==> src/rtl/core/sst_pkg.sv <==
package sst_pkg;

  localparam logic [1:0] MODE_INSERT = 2'd0;
  localparam logic [1:0] MODE_QUERY  = 2'd1;
  localparam logic [1:0] MODE_REMOVE = 2'd2;

  localparam logic STATUS_DONE = 1'b0;
  localparam logic STATUS_FULL = 1'b1;

  localparam int unsigned KEY_FIELD_W = 32;
  localparam int unsigned POS_FIELD_W = 5;

  typedef struct packed {
    logic [1:0]             mode;
    logic [KEY_FIELD_W-1:0] key;
  } sst_in_t;

  typedef struct packed {
    logic                   found;
    logic [POS_FIELD_W-1:0] position;
    logic [POS_FIELD_W-1:0] count;
    logic                   status;
  } sst_out_t;

  // Commands that the controller broadcasts to every cell of the row.
  typedef struct packed {
    logic cmp_en;
    logic ins_en;
    logic del_en;
  } sst_cell_ctl_t;

endpackage

==> src/rtl/core/sst_cell.sv <==
module sst_cell #(
  parameter int unsigned KEY_WIDTH = 32,
  parameter int unsigned CW        = 5,
  parameter int unsigned IDX       = 0
) (
  input  logic                  clk,
  input  sst_pkg::sst_cell_ctl_t ctl,
  input  logic [CW-1:0]         pos,
  input  logic                  signed_keys,
  input  logic [KEY_WIDTH-1:0]  op_key,
  input  logic [KEY_WIDTH-1:0]  left_key,
  input  logic [KEY_WIDTH-1:0]  right_key,
  output logic [KEY_WIDTH-1:0]  key_o,
  output logic                  eq_o,
  output logic                  gt_o
);

  localparam logic [CW-1:0]        MY_IDX = CW'(IDX);
  localparam logic [KEY_WIDTH-1:0] TOP    = {1'b1, {(KEY_WIDTH-1){1'b0}}};

  logic [KEY_WIDTH-1:0] key_r, key_nxt;
  logic                 eq_r, eq_nxt;
  logic                 gt_r, gt_nxt;
  logic [KEY_WIDTH-1:0] flip;
  logic [KEY_WIDTH-1:0] own_ord;
  logic [KEY_WIDTH-1:0] op_ord;

  // Flipping the top bit turns two's complement order into unsigned order.
  assign flip    = signed_keys ? TOP : '0;
  assign own_ord = key_r ^ flip;
  assign op_ord  = op_key ^ flip;

  always_comb begin
    key_nxt = key_r;
    eq_nxt  = eq_r;
    gt_nxt  = gt_r;
    if (ctl.cmp_en) begin
      eq_nxt = (own_ord == op_ord);
      gt_nxt = (own_ord > op_ord);
    end
    if (ctl.ins_en) begin
      if (MY_IDX == pos) begin
        key_nxt = op_key;
      end else if (MY_IDX > pos) begin
        key_nxt = left_key;
      end
    end else if (ctl.del_en) begin
      if (MY_IDX >= pos) begin
        key_nxt = right_key;
      end
    end
  end

  always_ff @(posedge clk) begin
    key_r <= key_nxt;
    eq_r  <= eq_nxt;
    gt_r  <= gt_nxt;
  end

  assign key_o = key_r;
  assign eq_o  = eq_r;
  assign gt_o  = gt_r;

endmodule

==> src/rtl/core/sorted_set_table_core.sv <==
// Sorted set table: keeps up to CAPACITY distinct keys in ascending order.
// Input channel: an operation (insert, query or remove) and a key are taken
// at a clock edge where start is high and busy is low. busy stays high while
// the operation runs and drops in the cycle the result appears.
// Result channel: out_valid is high for exactly one cycle with found,
// position, count and status; the receiver cannot stall it.
// Configuration: cfg_data selects signed key order and is taken when
// cfg_valid and cfg_ready are high; cfg_ready is high whenever the block is
// idle. Changing the order does not re-sort keys already stored.
// Sequence: a compare step in which every cell compares its key with the
// operation key, then the binary search, one probe per cycle. An insert of
// a new key then scans the cell flags one per cycle, and the shift happens
// in the last scan step. The result strobe follows in the next cycle, and a
// new item can be accepted in that same cycle.
// Reset: the table is emptied and signed order is cleared; no results are
// pending after reset.
module sorted_set_table_core #(
  parameter int unsigned CAPACITY  = 16,
  parameter int unsigned KEY_WIDTH = 32
) (
  input  logic              clk,
  input  logic              rst_n,
  input  logic              start,
  output logic              busy,
  input  sst_pkg::sst_in_t  in_item,
  output logic              out_valid,
  output sst_pkg::sst_out_t out_item,
  input  logic              cfg_valid,
  output logic              cfg_ready,
  input  logic              cfg_data
);

  localparam int unsigned CW = $clog2(CAPACITY + 1);
  localparam int unsigned IW = $clog2(CAPACITY);
  localparam int unsigned PW = sst_pkg::POS_FIELD_W;

  typedef enum logic [3:0] {
    S_IDLE = 4'b0001,
    S_CMP  = 4'b0010,
    S_SRCH = 4'b0100,
    S_SCAN = 4'b1000
  } state_t;

  state_t                state_r, state_nxt;
  logic [1:0]            mode_r, mode_nxt;
  logic [KEY_WIDTH-1:0]  key_r, key_nxt;
  logic                  signed_r, signed_nxt;
  logic [CW-1:0]         count_r, count_nxt;
  logic [CW-1:0]         lo_r, lo_nxt;
  logic [CW-1:0]         hi_r, hi_nxt;
  logic [CW-1:0]         scan_r, scan_nxt;
  logic                  out_valid_r, out_valid_nxt;
  sst_pkg::sst_out_t     out_item_r, out_item_nxt;

  sst_pkg::sst_cell_ctl_t cell_ctl;
  logic [CW-1:0]          cell_pos;
  logic [KEY_WIDTH-1:0]   cell_key [CAPACITY];
  logic [CAPACITY-1:0]    eq_vec;
  logic [CAPACITY-1:0]    gt_vec;

  logic [KEY_WIDTH+KEY_WIDTH+31:0] key_wide;
  logic [CW-1:0]                   mid;
  logic                            search_open;
  logic                            fin;
  logic                            fin_hit;
  logic [CW-1:0]                   fin_pos;
  logic                            fin_status;
  logic [CW+PW-1:0]                pos_wide;
  logic [CW+PW-1:0]                cnt_wide;

  assign key_wide    = {{(KEY_WIDTH+KEY_WIDTH){1'b0}}, in_item.key};
  assign search_open = lo_r < hi_r;
  assign mid         = lo_r + ((hi_r - lo_r) >> 1);
  assign pos_wide    = {{PW{1'b0}}, fin_pos};
  assign cnt_wide    = {{PW{1'b0}}, count_nxt};

  genvar gi;
  generate
    for (gi = 0; gi < CAPACITY; gi++) begin : g_cell
      logic [KEY_WIDTH-1:0] left_k;
      logic [KEY_WIDTH-1:0] right_k;
      if (gi == 0) begin : g_first
        assign left_k = cell_key[gi];
      end else begin : g_left
        assign left_k = cell_key[gi-1];
      end
      if (gi == CAPACITY - 1) begin : g_last
        assign right_k = cell_key[gi];
      end else begin : g_right
        assign right_k = cell_key[gi+1];
      end
      sst_cell #(
        .KEY_WIDTH (KEY_WIDTH),
        .CW        (CW),
        .IDX       (gi)
      ) u_cell (
        .clk         (clk),
        .ctl         (cell_ctl),
        .pos         (cell_pos),
        .signed_keys (signed_r),
        .op_key      (key_r),
        .left_key    (left_k),
        .right_key   (right_k),
        .key_o       (cell_key[gi]),
        .eq_o        (eq_vec[gi]),
        .gt_o        (gt_vec[gi])
      );
    end
  endgenerate

  always_comb begin
    state_nxt     = state_r;
    mode_nxt      = mode_r;
    key_nxt       = key_r;
    signed_nxt    = signed_r;
    count_nxt     = count_r;
    lo_nxt        = lo_r;
    hi_nxt        = hi_r;
    scan_nxt      = scan_r;
    out_valid_nxt = 1'b0;
    out_item_nxt  = out_item_r;
    cell_ctl      = '0;
    cell_pos      = '0;
    fin           = 1'b0;
    fin_hit       = 1'b0;
    fin_pos       = '0;
    fin_status    = sst_pkg::STATUS_DONE;

    if (cfg_valid && cfg_ready) begin
      signed_nxt = cfg_data;
    end

    unique case (state_r)
      S_IDLE: begin
        if (start) begin
          mode_nxt  = in_item.mode;
          key_nxt   = key_wide[KEY_WIDTH-1:0];
          state_nxt = S_CMP;
        end
      end
      S_CMP: begin
        cell_ctl.cmp_en = 1'b1;
        lo_nxt          = '0;
        hi_nxt          = count_r;
        state_nxt       = S_SRCH;
      end
      S_SRCH: begin
        if (search_open && !eq_vec[mid[IW-1:0]]) begin
          if (gt_vec[mid[IW-1:0]]) begin
            hi_nxt = mid;
          end else begin
            lo_nxt = mid + CW'(1);
          end
        end else begin
          fin_hit = search_open;
          fin_pos = search_open ? mid : '0;
          if (mode_r == sst_pkg::MODE_INSERT && !fin_hit) begin
            if (count_r >= CW'(CAPACITY)) begin
              fin_status = sst_pkg::STATUS_FULL;
              fin        = 1'b1;
            end else begin
              scan_nxt  = '0;
              state_nxt = S_SCAN;
            end
          end else begin
            if (mode_r == sst_pkg::MODE_REMOVE && fin_hit) begin
              cell_ctl.del_en = 1'b1;
              cell_pos        = mid;
              count_nxt       = count_r - CW'(1);
            end
            fin = 1'b1;
          end
        end
      end
      S_SCAN: begin
        // The insert goes before the first stored key that compares greater.
        if (scan_r < count_r && !gt_vec[scan_r[IW-1:0]]) begin
          scan_nxt = scan_r + CW'(1);
        end else begin
          cell_ctl.ins_en = 1'b1;
          cell_pos        = scan_r;
          count_nxt       = count_r + CW'(1);
          fin_pos         = scan_r;
          fin             = 1'b1;
        end
      end
      default: begin
        state_nxt = S_IDLE;
      end
    endcase

    if (fin) begin
      state_nxt             = S_IDLE;
      out_valid_nxt         = 1'b1;
      out_item_nxt.found    = fin_hit;
      out_item_nxt.position = pos_wide[PW-1:0];
      out_item_nxt.count    = cnt_wide[PW-1:0];
      out_item_nxt.status   = fin_status;
    end
  end

  always_ff @(posedge clk) begin
    if (!rst_n) begin
      state_r     <= S_IDLE;
      signed_r    <= 1'b0;
      count_r     <= '0;
      out_valid_r <= 1'b0;
    end else begin
      state_r     <= state_nxt;
      signed_r    <= signed_nxt;
      count_r     <= count_nxt;
      out_valid_r <= out_valid_nxt;
    end
  end

  always_ff @(posedge clk) begin
    mode_r     <= mode_nxt;
    key_r      <= key_nxt;
    lo_r       <= lo_nxt;
    hi_r       <= hi_nxt;
    scan_r     <= scan_nxt;
    out_item_r <= out_item_nxt;
  end

  assign busy      = (state_r != S_IDLE);
  assign cfg_ready = (state_r == S_IDLE);
  assign out_valid = out_valid_r;
  assign out_item  = out_item_r;

endmodule

==> config.mk <==
export PLATFORM = sky130hd
export DESIGN_NAME = sorted_set_table_core
export DESIGN_NICKNAME = d
export VERILOG_FILES = /design/src/rtl/core/sst_pkg.sv /design/src/rtl/core/sst_cell.sv /design/src/rtl/core/sorted_set_table_core.sv
export SDC_FILE = /design/constraint.sdc
export NUM_CORES = 2
export LEC_CHECK = 0
export BUFFER_PORTS_ARGS = -buffer_cell sky130_fd_sc_hd__buf_2
export CORE_UTILIZATION = 70
export CTS_BUF_LIST = sky130_fd_sc_hd__clkbuf_2
export DETAILED_ROUTE_END_ITERATION = 8
export HOLD_SLACK_MARGIN = 0.1
export PLACE_DENSITY_LB_ADDON = 0.25
export SLEW_MARGIN = 30
export SYNTH_ARGS = -nofsm -noshare
export SYNTH_HDL_FRONTEND = slang
export SYNTH_HIERARCHICAL = 1
export SYNTH_SLANG_ARGS = --single-unit
==> constraint.sdc <==
create_clock -name clk -period 23 [get_ports clk]
set_clock_uncertainty 0.1 [all_clocks]
set_input_delay 1.15 -clock clk [delete_from_list [all_inputs] [get_ports clk]]
set_output_delay 1.15 -clock clk [all_outputs]
set_load 0.02 [all_outputs]
==> insert_results.sql <==
INSERT INTO impl_metrics (metric_group, metric, value, unit) VALUES
('timing', 'final_setup_viols', '0', ''),
('synth', 'synth_most_common_cell', 'sky130_fd_sc_hd__a21oi_1', ''),
('synth', 'post_synth_instance_area', '45280', 'sq um'),
('drt', 'route.antenna.remaining_nets', '0', ''),
('power_and_ir_drop', 'power-per-cell-area', '47.60', 'nW/um^2'),
('hold_path', 'hold_class', 'input port to register', ''),
('clock_tree', 'setup_bufs_post_cts', '0', ''),
('clock_tree', 'clockBufferDepth', '3', ''),
('worst_setup_path', 'critPathMaxFanout', '79', ''),
('synth', 'synth.distinct_cells', '84', ''),
('clock_tree', 'cts_inserted_buffers', '165', ''),
('synth', 'synth.top_cell.area_share', '0.4012', ''),
('synth', 'synth-seq-cells', '616', ''),
('final_layout', 'drive_gt1_frac', '0.1564', ''),
('drt', 'vias_per_cell', '6.100', ''),
('floorplanning', 'num_io_pins', '54', ''),
('worst_setup_path', 'timing.critical_path.from_type', 'register', ''),
('power_and_ir_drop', 'irDropWorstVdd', '0.04134', 'mV'),
('synth', 'synth_edf_count', '605', ''),
('clock_tree', 'cts_root_buf', 'sky130_fd_sc_hd__clkbuf_2', ''),
('timing', 'hold_violations', '0', ''),
('global_route', 'grt_first_pass_wirelength', '174.3', 'mm'),
('worst_setup_path', 'critPathArrivalTime', '7.03', 'ns'),
('placed_design', 'detailed_place_hpwl', '79.47', 'mm'),
('drt', 'drt-pass1-iter-count', '5', ''),
('synth', 'synth_top_family_by_area', 'compound AO/OA/AOI/OAI gates', ''),
('outcome', 'status', 'finished clean', ''),
('synth', 'postSynth.topFlopCell', 'sky130_fd_sc_hd__edfxtp_1', ''),
('floorplanning', 'number_of_standard_cell_rows_in_the_floorplan', '92', ''),
('final_layout', 'area_growth', '6.623', '%'),
('floorplanning', 'chipWidth', '256.3', 'um'),
('timing', 'min_period', '6.144', 'ns'),
('worst_setup_path', 'cp-end-kind', 'register', ''),
('drt', 'wl_per_cell', '18.86', 'um'),
('clock_tree', 'hold_buffers', '39', ''),
('synth', 'synth_sequential_area_ratio', '0.4061', ''),
('drt', 'drt_drc_violations_left', '0', ''),
('clock_tree', 'clock_sinks', '616', ''),
('global_route', 'antenna_found_initial', '2', ''),
('timing', 'fmax', '0.1628', 'GHz'),
('drt', 'drt_iter0_markers', '3194', ''),
('synth', 'synth_top_cells_by_count', 'sky130_fd_sc_hd__a21oi_1 (784), sky130_fd_sc_hd__nor2_1 (670), sky130_fd_sc_hd__edfxtp_1 (605), sky130_fd_sc_hd__inv_1 (537), sky130_fd_sc_hd__ha_1 (530)', ''),
('clock_tree', 'worst_skew_pair.late_latency', '1.40', 'ns'),
('clock_tree', 'cts.repair.resized', '0', ''),
('synth', 'netlist_top_cells_area', 'sky130_fd_sc_hd__edfxtp_1 (40%), sky130_fd_sc_hd__ha_1 (15%), sky130_fd_sc_hd__a21oi_1 (8.7%), sky130_fd_sc_hd__mux2i_1 (6.3%), sky130_fd_sc_hd__nor2_1 (5.6%)', ''),
('global_route', 'grtUsageTotal', '0.3282', ''),
('timing', 'max_slew_margin', '0.2553', ''),
('placed_design', 'number_of_buffer_cells_added_on_primary_ports', '53', ''),
('global_route', 'grt_start_max_net_pins', '218', ''),
('global_route', 'globalRoute.totalOverflow', '0', ''),
('final_layout', 'finish.cell_count_without_fillers', '5793', ''),
('final_layout', 'n_fill_cell', '4456', ''),
('synth', 'yosys.area_share.xor_xnor', '0.009119', ''),
('synth', 'synthesized_area_per_cell', '9.657', 'sq um'),
('placed_design', 'gpl.final_weighted_congestion', '0.9175', ''),
('timing', 'post_route_setup_tns', '0', 'ns'),
('worst_setup_path', 'required', '23.89', 'ns'),
('clock_tree', 'cts.htree.levels', '4', ''),
('floorplanning', 'floorplan.die.height', '256.3', 'um'),
('timing', 'tightestPinTransition', '1.117', 'ns'),
('timing', 'drv_slew', '0', ''),
('clock_tree', 'clk_pin_slew_worst_paths', '0.09', 'ns'),
('floorplanning', 'die-area', '65710', 'sq um'),
('placed_design', 'dp.cells', '5447', ''),
('final_layout', 'finish.net_count', '5395', ''),
('floorplanning', 'floorplan.initialDensity', '0.7126', ''),
('synth', 'synth.mux.area_fraction', '0.06803', ''),
('clock_tree', 'cts_tree', 'yes', ''),
('power_and_ir_drop', 'static_leakage', '19.17', 'nW'),
('drt', 'drt_wl_total', '109.2', 'mm'),
('synth', 'synth_compound_gate_area_share', '0.1626', '');
## flip-flops by register name, summed over array words and instances, names as in the netlist
register and cells:
state_r 4, lo_r 5, g_cell.u_cell/eq_o 16, out_item 12, hi_r 5, scan_r 5
g_cell.u_cell/gt_o 16, g_cell.u_cell/key_o 512, mode_r 2, key_r 32, out_valid 1, signed_r 1
count_r 5
## cells in the final DEF, fill, tap and decap left out, types with 11 or more instances in the layout
master / instances
sky130_fd_sc_hd__a211oi_1: 15
sky130_fd_sc_hd__a21boi_0: 11
sky130_fd_sc_hd__a21o_1: 46
sky130_fd_sc_hd__a21oi_1: 783
sky130_fd_sc_hd__a21oi_2: 181
sky130_fd_sc_hd__a221o_1: 11
sky130_fd_sc_hd__a221oi_1: 13
sky130_fd_sc_hd__a41oi_1: 11
sky130_fd_sc_hd__and3_1: 20
sky130_fd_sc_hd__and4_1: 27
sky130_fd_sc_hd__buf_2: 53
sky130_fd_sc_hd__buf_4: 50
sky130_fd_sc_hd__buf_6: 16
sky130_fd_sc_hd__clkbuf_2: 250
sky130_fd_sc_hd__clkinv_1: 27
sky130_fd_sc_hd__dlygate4sd3_1: 39
sky130_fd_sc_hd__edfxtp_1: 605
sky130_fd_sc_hd__ha_1: 530
sky130_fd_sc_hd__inv_1: 537
sky130_fd_sc_hd__mux2i_1: 283
sky130_fd_sc_hd__nand2_1: 96
sky130_fd_sc_hd__nand3_1: 93
sky130_fd_sc_hd__nand4_1: 98
sky130_fd_sc_hd__nor2_1: 669
sky130_fd_sc_hd__nor2_2: 118
sky130_fd_sc_hd__nor2b_1: 18
sky130_fd_sc_hd__nor3_1: 21
sky130_fd_sc_hd__nor3_2: 13
sky130_fd_sc_hd__nor4_1: 14
sky130_fd_sc_hd__o211ai_1: 17
sky130_fd_sc_hd__o21ai_0: 39
sky130_fd_sc_hd__o31ai_1: 15
sky130_fd_sc_hd__xnor2_1: 24
sky130_fd_sc_hd__xor2_1: 20
## metal layers
metal,GRT usage,part of all wire,vias up
met3,0.04705,0.071,227
li1,-,-,17310
met2,0.5379,0.47,1344
met5,0,0,-
met1,0.4328,0.42,16460
met4,0.1487,0.036,0
## cells by family (layout without fill, tap and decap cells)
logic type               Yosys count  in the layout
AO/OA/AOI/OAI                   1205           1205
multiplexers                     295            295
flip-flops                       616            616
other                              0              4
adder cells (fa/ha/maj)          532            532
XOR/XNOR                          45             45
AND/OR/NAND/NOR                 1258           1258
buffers and inverters            738            992
## power breakdown
| part | internal (mW) | total [mW] | switching (mW) |
|---|---|---|---|
| registers | 1.22 | 1.23 | 0.0111 |
| logic | 0.107 | 0.269 | 0.161 |
| clock network | 0.319 | 0.796 | 0.477 |
| total | 1.65 | 2.30 | 0.649 |
## critical path, cell delays in order, from the launching register on
cell	delay [ns]
sky130_fd_sc_hd__edfxtp_1	0.68
sky130_fd_sc_hd__mux4_2	0.62
sky130_fd_sc_hd__nand2_1	0.09
sky130_fd_sc_hd__o311ai_1	0.11
sky130_fd_sc_hd__o21ai_1	0.54
sky130_fd_sc_hd__nand2_4	0.57
sky130_fd_sc_hd__buf_4	0.59
sky130_fd_sc_hd__a22o_1	0.34
sky130_fd_sc_hd__buf_4	0.27
sky130_fd_sc_hd__or4_4	0.60
sky130_fd_sc_hd__nor2_8	0.57
sky130_fd_sc_hd__o21a_1	0.23
sky130_fd_sc_hd__buf_4	0.38
## worst paths after layout
kind                                start                             endpoint  slack (ns)  depth (start not counted)
setup / recovery  scan_r[1]$_SDFFCE_PP0P_  g_cell[0].u_cell/key_o[9]$_DFFE_PP_       16.86                         12
setup reg to reg  scan_r[1]$_SDFFCE_PP0P_  g_cell[0].u_cell/key_o[9]$_DFFE_PP_       16.86                         12
hold / removal                 in_item[2]                   key_r[2]$_DFFE_PP_        0.36                          2
hold reg to reg     count_r[2]$_SDFF_PN0_                count_r[2]$_SDFF_PN0_        0.42                          2
## metrics by stage
stage / utilization / hold WS, ns / total power [mW] / worst slack, ns / instance area (sq um)
after floorplan: - / 0.3758 / 1.438 / 15.49 / 45280
after global placement: 0.7243 / 0.3500 / 1.497 / 16.97 / 46020
after detailed placement: 0.7264 / 0.3673 / 1.512 / 16.96 / 46160
after CTS: 0.7557 / 0.2361 / 2.307 / 16.88 / 48020
after global routing: 0.7598 / 0.2812 / 2.399 / 16.57 / 48280
final: 0.7598 / 0.3594 / 2.298 / 16.86 / 48280
## layout make-up
| cell class | instances | area [sq um] | share of cell area |
|---|---|---|---|
| Inverter | 538 | 2019 | 0.04183 |
| Timing Repair Buffer | 168 | 1439 | 0.02980 |
| Clock buffer | 250 | 1251 | 0.02592 |
| Tap cell | 846 | 1059 | 0.02192 |
| Antenna cell | 4 | 10.01 | 0.0002073 |
| Multi-Input combinational cell | 3335 | 23890 | 0.4949 |
| Clock inverter | 36 | 219.0 | 0.004535 |
| Sequential cell | 616 | 18390 | 0.3809 |
(Power assumes the default switching activity.)
